`src/rtl/core/iebfd_pkg.sv`:
```
package iebfd_pkg;

    localparam int TICK_BITS      = 24;
    localparam int ADDRESS_BITS   = 12;
    localparam int VALUE_BITS     = 12;
    localparam int BYTE_BITS      = 8;
    localparam int CTRL_BITS      = 4;
    localparam int COUNT_BITS     = 4;
    localparam int KIND_BITS      = 3;
    localparam int REG_INDEX_BITS = 3;

    typedef logic [TICK_BITS-1:0]  tick_t;
    typedef logic [VALUE_BITS-1:0] value_t;
    typedef logic [COUNT_BITS-1:0] count_t;
    typedef logic [BYTE_BITS-1:0]  byte_t;
    typedef logic [KIND_BITS-1:0]  kind_t;

    typedef struct packed {
        tick_t start_width;
        tick_t start_tolerance;
        tick_t one_width;
        tick_t zero_width;
        tick_t bit_tolerance;
    } cfg_t;

    typedef struct packed {
        logic is_start;
        logic is_one;
        logic is_zero;
    } cls_t;

    typedef enum logic [2:0] {
        PH_HUNT,
        PH_BCAST,
        PH_MASTER,
        PH_SLAVE,
        PH_CTRL,
        PH_LEN,
        PH_DATA
    } phase_t;

    localparam kind_t KIND_START  = 3'd0;
    localparam kind_t KIND_BCAST  = 3'd1;
    localparam kind_t KIND_MASTER = 3'd2;
    localparam kind_t KIND_SLAVE  = 3'd3;
    localparam kind_t KIND_CTRL   = 3'd4;
    localparam kind_t KIND_LEN    = 3'd5;
    localparam kind_t KIND_DATA   = 3'd6;

    localparam logic [REG_INDEX_BITS-1:0] REG_START_WIDTH     = 3'd0;
    localparam logic [REG_INDEX_BITS-1:0] REG_START_TOLERANCE = 3'd1;
    localparam logic [REG_INDEX_BITS-1:0] REG_ONE_WIDTH       = 3'd2;
    localparam logic [REG_INDEX_BITS-1:0] REG_ZERO_WIDTH      = 3'd3;
    localparam logic [REG_INDEX_BITS-1:0] REG_BIT_TOLERANCE   = 3'd4;

endpackage

```
`src/rtl/core/iebfd_classify.sv`:
```
module iebfd_classify
(
    input  iebfd_pkg::tick_t width,
    input  iebfd_pkg::cfg_t  cfg,
    output iebfd_pkg::cls_t  cls
);

    // strict window: nom - tol < w < nom + tol, one bit of headroom
    function automatic logic in_window
    (
        input iebfd_pkg::tick_t w,
        input iebfd_pkg::tick_t nom,
        input iebfd_pkg::tick_t tol
    );
        logic [iebfd_pkg::TICK_BITS:0] lo_sum;
        logic [iebfd_pkg::TICK_BITS:0] hi_sum;
        begin
            lo_sum    = {1'b0, w} + {1'b0, tol};
            hi_sum    = {1'b0, nom} + {1'b0, tol};
            in_window = (lo_sum > {1'b0, nom}) && ({1'b0, w} < hi_sum);
        end
    endfunction

    logic one_hit;
    logic zero_hit;

    assign one_hit      = in_window(width, cfg.one_width, cfg.bit_tolerance);
    assign zero_hit     = in_window(width, cfg.zero_width, cfg.bit_tolerance);
    assign cls.is_one   = one_hit;
    assign cls.is_zero  = !one_hit && zero_hit;
    assign cls.is_start = in_window(width, cfg.start_width, cfg.start_tolerance);

endmodule

```
`src/rtl/core/iebfd_fsm.sv`:
```
module iebfd_fsm
(
    input  logic                clk,
    input  logic                rst_n,
    input  logic                item_valid,
    input  logic                item_level,
    input  iebfd_pkg::cls_t     cls,
    output logic                item_take,
    output logic                out_valid,
    input  logic                out_stall,
    output iebfd_pkg::kind_t    kind,
    output iebfd_pkg::value_t   value,
    output logic                nak
);

    iebfd_pkg::phase_t phase_reg;
    iebfd_pkg::phase_t phase_next;
    iebfd_pkg::count_t bit_count_reg;
    iebfd_pkg::count_t bit_count_next;
    iebfd_pkg::value_t shift_reg;
    iebfd_pkg::value_t shift_next;
    iebfd_pkg::byte_t  bytes_left_reg;
    iebfd_pkg::byte_t  bytes_left_next;
    iebfd_pkg::byte_t  bytes_dec;

    logic              out_valid_reg;
    iebfd_pkg::kind_t  kind_reg;
    iebfd_pkg::value_t value_reg;
    logic              nak_reg;

    logic              fire;
    logic              emit;
    iebfd_pkg::kind_t  emit_kind;
    iebfd_pkg::value_t emit_value;
    logic              emit_nak;
    iebfd_pkg::count_t field_bits;
    logic              bit_valid;

    assign item_take  = item_valid && (!out_valid_reg || !out_stall);
    assign fire       = item_take && item_level;
    assign bit_valid  = cls.is_one || cls.is_zero;
    assign bytes_dec  = bytes_left_reg - 8'd1;
    assign field_bits = (phase_reg == iebfd_pkg::PH_CTRL)
                        ? iebfd_pkg::count_t'(iebfd_pkg::CTRL_BITS)
                        : iebfd_pkg::count_t'(iebfd_pkg::BYTE_BITS);

    always_comb
    begin
        phase_next      = phase_reg;
        bit_count_next  = bit_count_reg;
        shift_next      = shift_reg;
        bytes_left_next = bytes_left_reg;
        unique case (phase_reg)
            iebfd_pkg::PH_HUNT:
            begin
                if (cls.is_start)
                begin
                    phase_next     = iebfd_pkg::PH_BCAST;
                    bit_count_next = '0;
                    shift_next     = '0;
                end
            end
            iebfd_pkg::PH_BCAST:
            begin
                phase_next     = iebfd_pkg::PH_MASTER;
                bit_count_next = '0;
                shift_next     = '0;
            end
            iebfd_pkg::PH_MASTER, iebfd_pkg::PH_SLAVE:
            begin
                if (!bit_valid)
                begin
                    phase_next      = iebfd_pkg::PH_HUNT;
                    bit_count_next  = '0;
                    shift_next      = '0;
                    bytes_left_next = '0;
                end
                else if (bit_count_reg < iebfd_pkg::count_t'(iebfd_pkg::ADDRESS_BITS))
                begin
                    shift_next     = {shift_reg[iebfd_pkg::VALUE_BITS-2:0], cls.is_one};
                    bit_count_next = bit_count_reg + 4'd1;
                end
                else if (bit_count_reg == iebfd_pkg::count_t'(iebfd_pkg::ADDRESS_BITS))
                begin
                    // parity dropped
                    if (phase_reg == iebfd_pkg::PH_MASTER)
                    begin
                        phase_next     = iebfd_pkg::PH_SLAVE;
                        bit_count_next = '0;
                        shift_next     = '0;
                    end
                    else
                    begin
                        bit_count_next = bit_count_reg + 4'd1;
                    end
                end
                else
                begin
                    bit_count_next = '0;
                    shift_next     = '0;
                    if (cls.is_one)
                    begin
                        phase_next      = iebfd_pkg::PH_HUNT;
                        bytes_left_next = '0;
                    end
                    else
                    begin
                        phase_next = iebfd_pkg::PH_CTRL;
                    end
                end
            end
            iebfd_pkg::PH_CTRL, iebfd_pkg::PH_LEN, iebfd_pkg::PH_DATA:
            begin
                if (bit_count_reg < field_bits)
                begin
                    shift_next     = {4'd0, shift_reg[iebfd_pkg::BYTE_BITS-2:0], cls.is_one};
                    bit_count_next = bit_count_reg + 4'd1;
                end
                else if (bit_count_reg == field_bits)
                begin
                    bit_count_next = bit_count_reg + 4'd1;
                end
                else
                begin
                    bit_count_next = '0;
                    shift_next     = '0;
                    if (phase_reg == iebfd_pkg::PH_CTRL)
                    begin
                        phase_next = iebfd_pkg::PH_LEN;
                    end
                    else if (phase_reg == iebfd_pkg::PH_LEN)
                    begin
                        bytes_left_next = shift_reg[iebfd_pkg::BYTE_BITS-1:0];
                        phase_next      = (shift_reg[iebfd_pkg::BYTE_BITS-1:0] == 8'd0)
                                          ? iebfd_pkg::PH_HUNT : iebfd_pkg::PH_DATA;
                    end
                    else
                    begin
                        bytes_left_next = bytes_dec;
                        phase_next      = (bytes_dec == 8'd0)
                                          ? iebfd_pkg::PH_HUNT : iebfd_pkg::PH_DATA;
                    end
                end
            end
            default:
            begin
                phase_next      = iebfd_pkg::PH_HUNT;
                bit_count_next  = '0;
                shift_next      = '0;
                bytes_left_next = '0;
            end
        endcase
    end

    always_comb
    begin
        emit       = 1'b0;
        emit_kind  = iebfd_pkg::KIND_START;
        emit_value = '0;
        emit_nak   = 1'b0;
        unique case (phase_reg)
            iebfd_pkg::PH_HUNT:
            begin
                emit = cls.is_start;
            end
            iebfd_pkg::PH_BCAST:
            begin
                emit       = 1'b1;
                emit_kind  = iebfd_pkg::KIND_BCAST;
                emit_value = {{(iebfd_pkg::VALUE_BITS-1){1'b0}}, cls.is_one};
            end
            iebfd_pkg::PH_MASTER:
            begin
                emit       = bit_valid
                             && (bit_count_reg == iebfd_pkg::count_t'(iebfd_pkg::ADDRESS_BITS));
                emit_kind  = iebfd_pkg::KIND_MASTER;
                emit_value = shift_reg;
            end
            iebfd_pkg::PH_SLAVE:
            begin
                emit       = bit_valid
                             && (bit_count_reg > iebfd_pkg::count_t'(iebfd_pkg::ADDRESS_BITS));
                emit_kind  = iebfd_pkg::KIND_SLAVE;
                emit_value = shift_reg;
            end
            iebfd_pkg::PH_CTRL, iebfd_pkg::PH_LEN, iebfd_pkg::PH_DATA:
            begin
                emit       = bit_count_reg > field_bits;
                emit_kind  = (phase_reg == iebfd_pkg::PH_CTRL) ? iebfd_pkg::KIND_CTRL
                           : (phase_reg == iebfd_pkg::PH_LEN)  ? iebfd_pkg::KIND_LEN
                           : iebfd_pkg::KIND_DATA;
                emit_value = shift_reg;
                emit_nak   = cls.is_one;
            end
            default:
            begin
                emit = 1'b0;
            end
        endcase
    end

    always_ff @(posedge clk or negedge rst_n)
    begin
        if (!rst_n)
        begin
            phase_reg      <= iebfd_pkg::PH_HUNT;
            bit_count_reg  <= '0;
            shift_reg      <= '0;
            bytes_left_reg <= '0;
            out_valid_reg  <= 1'b0;
        end
        else
        begin
            if (fire)
            begin
                phase_reg      <= phase_next;
                bit_count_reg  <= bit_count_next;
                shift_reg      <= shift_next;
                bytes_left_reg <= bytes_left_next;
            end
            if (item_take)
            begin
                out_valid_reg <= fire && emit;
            end
            else if (!out_stall)
            begin
                out_valid_reg <= 1'b0;
            end
        end
    end

    always_ff @(posedge clk)
    begin
        if (fire && emit)
        begin
            kind_reg  <= emit_kind;
            value_reg <= emit_value;
            nak_reg   <= emit_nak;
        end
    end

    assign out_valid = out_valid_reg;
    assign kind      = kind_reg;
    assign value     = value_reg;
    assign nak       = nak_reg;

`ifndef NO_ASSERTIONS
    a_hunt_no_bytes: assert property (@(posedge clk) disable iff (!rst_n)
        phase_reg == iebfd_pkg::PH_HUNT |-> bytes_left_reg == 8'd0)
        else $error("bytes left while hunting");

    a_data_has_bytes: assert property (@(posedge clk) disable iff (!rst_n)
        phase_reg == iebfd_pkg::PH_DATA |-> bytes_left_reg != 8'd0)
        else $error("data phase with no bytes left");

    a_count_range: assert property (@(posedge clk) disable iff (!rst_n)
        bit_count_reg <= 4'd13)
        else $error("bit count out of range");

    a_start_clean: assert property (@(posedge clk) disable iff (!rst_n)
        out_valid_reg && kind_reg == iebfd_pkg::KIND_START |-> value_reg == '0 && !nak_reg)
        else $error("start transaction carries data");

    a_hunt_holds: assert property (@(posedge clk) disable iff (!rst_n)
        fire && phase_reg == iebfd_pkg::PH_HUNT && !cls.is_start
        |=> phase_reg == iebfd_pkg::PH_HUNT && !out_valid_reg)
        else $error("left hunting without a start pulse");
`endif

endmodule

```
`src/rtl/core/iebus_frame_decoder.sv`:
```
// An accepted transaction passes through the input register and the classifier to the registered result.
// Throughput: one input transaction per cycle while results are taken; a stalled result
// blocks the decoder, so one further transaction waits in the input register and then
// in_stall rises until the result is taken.
// Reset: rst_n asynchronous, active low; clears configuration to zero, the decoder
// to hunting for a start pulse, and both valid flags.
module iebus_frame_decoder
(
    input  logic                                    clk,
    input  logic                                    rst_n,
    input  logic                                    cfg_write,
    input  logic [iebfd_pkg::REG_INDEX_BITS-1:0]    cfg_index,
    input  iebfd_pkg::tick_t                        cfg_data,
    input  logic                                    in_valid,
    output logic                                    in_stall,
    input  logic                                    level,
    input  iebfd_pkg::tick_t                        width,
    output logic                                    out_valid,
    input  logic                                    out_stall,
    output iebfd_pkg::kind_t                        kind,
    output iebfd_pkg::value_t                       value,
    output logic                                    nak
);

    iebfd_pkg::cfg_t  cfg_reg;
    logic             s1_valid_reg;
    logic             s1_level_reg;
    iebfd_pkg::tick_t s1_width_reg;
    logic             accept;
    logic             item_take;
    iebfd_pkg::cls_t  cls;

    always_ff @(posedge clk or negedge rst_n)
    begin
        if (!rst_n)
        begin
            cfg_reg <= '0;
        end
        else if (cfg_write)
        begin
            unique case (cfg_index)
                iebfd_pkg::REG_START_WIDTH:     cfg_reg.start_width     <= cfg_data;
                iebfd_pkg::REG_START_TOLERANCE: cfg_reg.start_tolerance <= cfg_data;
                iebfd_pkg::REG_ONE_WIDTH:       cfg_reg.one_width       <= cfg_data;
                iebfd_pkg::REG_ZERO_WIDTH:      cfg_reg.zero_width      <= cfg_data;
                iebfd_pkg::REG_BIT_TOLERANCE:   cfg_reg.bit_tolerance   <= cfg_data;
                default:                        cfg_reg                 <= cfg_reg;
            endcase
        end
    end

    assign in_stall = s1_valid_reg && !item_take;
    assign accept   = in_valid && !in_stall;

    always_ff @(posedge clk or negedge rst_n)
    begin
        if (!rst_n)
        begin
            s1_valid_reg <= 1'b0;
        end
        else if (accept)
        begin
            s1_valid_reg <= 1'b1;
        end
        else if (item_take)
        begin
            s1_valid_reg <= 1'b0;
        end
    end

    always_ff @(posedge clk)
    begin
        if (accept)
        begin
            s1_level_reg <= level;
            s1_width_reg <= width;
        end
    end

    iebfd_classify u_classify
    (
        .width (s1_width_reg),
        .cfg   (cfg_reg),
        .cls   (cls)
    );

    iebfd_fsm u_fsm
    (
        .clk        (clk),
        .rst_n      (rst_n),
        .item_valid (s1_valid_reg),
        .item_level (s1_level_reg),
        .cls        (cls),
        .item_take  (item_take),
        .out_valid  (out_valid),
        .out_stall  (out_stall),
        .kind       (kind),
        .value      (value),
        .nak        (nak)
    );

endmodule
```
`config.mk`:
```
export PLATFORM = sky130hd
export DESIGN_NAME = iebus_frame_decoder
export DESIGN_NICKNAME = d
export VERILOG_FILES = /design/src/rtl/core/iebfd_pkg.sv /design/src/rtl/core/iebfd_classify.sv /design/src/rtl/core/iebfd_fsm.sv /design/src/rtl/core/iebus_frame_decoder.sv
export SDC_FILE = /design/constraint.sdc
export NUM_CORES = 1
export LEC_CHECK = 0
export BUFFER_PORTS_ARGS = -buffer_cell sky130_fd_sc_hd__buf_2
export CORE_AREA = 2 2 176 178
export CTS_CLUSTER_SIZE = 12
export DETAILED_ROUTE_END_ITERATION = 7
export DIE_AREA = 0 0 178 180
export GPL_TIMING_DRIVEN = 0
export PLACE_DENSITY = 0.81
export SYNTH_ARGS = -nofsm -noshare
export SYNTH_HDL_FRONTEND = slang
export SYNTH_SLANG_ARGS = --single-unit
```
`constraint.sdc`:
```
create_clock -name clk -period 5.6 [get_ports clk]
set_input_delay 0.84 -clock clk [delete_from_list [all_inputs] [get_ports clk]]
set_output_delay 0.84 -clock clk [all_outputs]
set_load 0.01 [all_outputs]
```
==> flow_metrics.env <==
export IMPL_outcome="complete, but fails checks"
export IMPL_failed_checks="negative setup slack"
export IMPL_path_clk_slew_ns=0.08
export IMPL_grt_pass1_wl_um=71600
export IMPL_post_drt_wl_per_cell_um=19.8
export IMPL_drt_iter0_drc=1048
export IMPL_ys_warn_count=0
export IMPL_antenna_found_initial=1
export IMPL_cts_tree="yes"
export IMPL_drtPass1Iterations=5
export IMPL_netlist_area_mm2=0.0163
export IMPL_synthMuxAreaShare_pct=5.97
export IMPL_clockBufferDepth=2
export IMPL_seq_area_frac_synth_pct=30.4
export IMPL_fin_ws_ns=-0.190
export IMPL_cts_buffers=17
export IMPL_die_height_um=180
export IMPL_start_util_pct=54.0
export IMPL_clock_skew_ns=0.0150
export IMPL_ys_ff_latch=190
export IMPL_fin_setup_tns_ns=-2.65
export IMPL_final_core_util_pct=62.2
export IMPL_pre_cts_ws_ns=-1.67
export IMPL_grt_start_max_net_pins=97
export IMPL_cts_num_sinks=190
export IMPL_synth_simple_area_share_pct=13.1
export IMPL_worstSetupStartpointType="flip-flop"
export IMPL_grt_pass1_vias=14135
export IMPL_wl_um=45900
export IMPL_hold_class="primary input to asynchronous set/reset pin"
export IMPL_synth_fa_ha_area_share_pct=21.1
export IMPL_syn_inst=1755
export IMPL_port_buffers=74
export IMPL_drv_slew=0
export IMPL_p_per_area_mw_per_mm2=497
export IMPL_cp_data_arrival_time_ns=6.16
export IMPL_period_minus_slack_ns=5.79
export IMPL_end_kind="flip-flop"
export IMPL_ant_nets=0
export IMPL_grt_total_usage_pct=28.6
export IMPL_yosys_cell_count_top_type="ha_1"
export IMPL_cap_violations=0
export IMPL_pin_count=75
export IMPL_leakage_nw=8.65
export IMPL_vias=14184
export IMPL_synth_distinct_cells=89
export IMPL_postSynthNetCount=2084
export IMPL_place_hpwl_um=35300
export IMPL_fmax_mhz=173
export IMPL_rsz0062_at_grt="yes"
export IMPL_worst_ep_required_time_ns=5.97
export IMPL_htree_levels=4
export IMPL_fin_cells=2313
export IMPL_synth_xor_area_share_pct=5.81
export IMPL_synth_top_family_by_area="adder cells"
export IMPL_die_area_mm2=0.0320
export IMPL_synth_edf_count=41
export IMPL_fin_nets=2232
export IMPL_maxSlewHeadroom_pct=15.3
export IMPL_largest_register_ff_count=120
export IMPL_cts_root_buf="clkbuf_16"
export IMPL_cp_max_fo=6
export IMPL_num_rows=64
export IMPL_synth_common_cells="ha_1 (267), dfrtp_1 (149), nand2_1 (146)"
export IMPL_ys_flop_type="dfrtp_1"
export IMPL_drive_above_1_share_pct=17.2
export IMPL_drc=0
export IMPL_worst_pin_slew_ns=1.27
export IMPL_timing_final_crit_share_pct=103
export IMPL_area_growth_synth_to_final_pct=15.2
export IMPL_ir_drop_mv=0.323
export IMPL_clock_latency_ns=0.47
export IMPL_finalHoldViolCount=0
export IMPL_syn_avg_cell_area_um2=9.28
export IMPL_gp_congestion=0.936
export IMPL_crit_type="flip-flop to flip-flop"
export IMPL_synth_top_area_cell="dfrtp_1"
export IMPL_synth_area_leaders="dfrtp_1 (23%), ha_1 (21%), edfxtp_1 (7.6%), mux2_2 (5.0%), a21oi_1 (3.9%)"
export IMPL_setup_viol=23
export IMPL_synth_compound_area_share_pct=19.7
export IMPL_die_x_um=178
export IMPL_synth_top_area_share_pct=22.9
export IMPL_coreArea_mm2=0.0302
export IMPL_overflow=0
export IMPL_dp_cells=2226
export IMPL_async_flop_share_pct=78.4
export IMPL_viasPerCell=6.13
==> metal layers <==
layer | GRT usage [%] | vias to the layer above | share of wire, %
met5 | 0 | - | 0
met2 | 47.9 | 466 | 48
li1 | - | 6713 | -
met3 | 4.27 | 115 | 5.6
met1 | 36.9 | 6890 | 42
met4 | 11.3 | 0 | 3.9
==> path summary, 6_finish.rpt <==
check                                    from                 end  slack, ns  cells after the start
min reg2reg                u_fsm.shift_reg[9]  u_fsm.shift_reg[9]       0.52                      1
min in group clk           u_fsm.shift_reg[9]  u_fsm.shift_reg[9]       0.52                      1
max reg2reg                   s1_width_reg[5]  u_fsm.shift_reg[1]      -0.19                     24
max in group asynchronous               rst_n  u_fsm.phase_reg[0]       4.38                      2
max                           s1_width_reg[5]  u_fsm.shift_reg[1]      -0.19                     24
min                                     rst_n         cfg_reg[97]       0.32                      1
==> layout make-up <==
class                      instances  area (µm²)
tap                              396         495
clock buffer                      19         454
fill                            2323       11400
clock inverter                    13         119
timing repair buffer             128         853
buffer                            26         113
multi-input combinational       1402       11300
inverter                         138         518
antenna                            1        2.50
sequential                       190        4960
==> report_power, final <==
group / switching [W] / leakage, nW / internal [W] / total (W)
Combinational: 0.00344 / 6.13 / 0.00269 / 0.00613
Sequential: 0.000282 / 2.24 / 0.00170 / 0.00199
Clock: 0.000599 / 0.280 / 0.000612 / 0.00121
Total: 0.00433 / 8.65 / 0.00500 / 0.00933
==> cells in the final DEF (no fill, tap or decap), types with 12 or more instances in the layout <==
master / instances
o21ai_0: 103
nor2b_1: 18
xor2_1: 46
o211ai_1: 20
a21oi_1: 121
nand4_1: 20
clkbuf_1: 23
o21a_1: 24
mux2_2: 72
a211oi_1: 12
nand2b_1: 25
xnor2_1: 62
nor2_1: 101
buf_2: 73
o21bai_1: 22
clkbuf_16: 18
nand3_1: 33
edfxtp_1: 41
dfrtp_1: 149
nor3_1: 28
a21o_1: 64
buf_4: 44
nand2_1: 143
inv_1: 136
ha_1: 264
and3_1: 16
==> critical path, cell delays in order (launching register included) <==
cell and delay (ns):
edfxtp_1 0.54, ha_4 0.31, a21o_1 0.20, or3_4 0.33
o211ai_1 0.29, a21oi_1 0.11, nor2_1 0.14, o21bai_1 0.11
a31o_2 0.27, a41oi_2 0.20, a21oi_2 0.08, xor2_1 0.25
ha_1 0.30, a21o_1 0.19, a21oi_2 0.17, o221ai_4 0.16
nor4b_4 0.33, o211ai_1 0.18, o21a_4 0.20, o31ai_4 0.43
nor2_2 0.11, nor3b_4 0.27, buf_6 0.17, buf_12 0.12
mux2i_2 0.21
==> cell families (layout without fill, tap and decap cells) <==
kind of cell	after synthesis	after routing
simple gates	446	446
mux	87	87
flops	190	190
buf+inv	164	324
fa+ha+maj	272	272
xor+xnor	108	108
other cells	0	1
compound gates	488	489
==> repair_timing <==
item / 4_1_cts / 5_1_grt
buffers inserted: 29 / 23
hold buffers: 0 / 0
gates resized for setup: 60 / 58
setup endpoints to repair: 46 / 44
gates cloned: 1 / 1
pin swaps: 33 / 42
==> per-stage QoR <==
| stage | instance area (µm²) | hold WS, ns | power, W |
|---|---|---|---|
| 2_1_floorplan | 16300 | 0.450 | 0.00598 |
| 3_3_place_gp | 17200 | 0.465 | 0.00705 |
| 3_5_place_dp | 17200 | 0.477 | 0.00728 |
| 4_1_cts | 18400 | 0.330 | 0.00891 |
| 5_1_grt | 18800 | 0.354 | 0.0101 |
| 6_report | 18800 | 0.320 | 0.00933 |
Power figures use the tool's default switching activity.
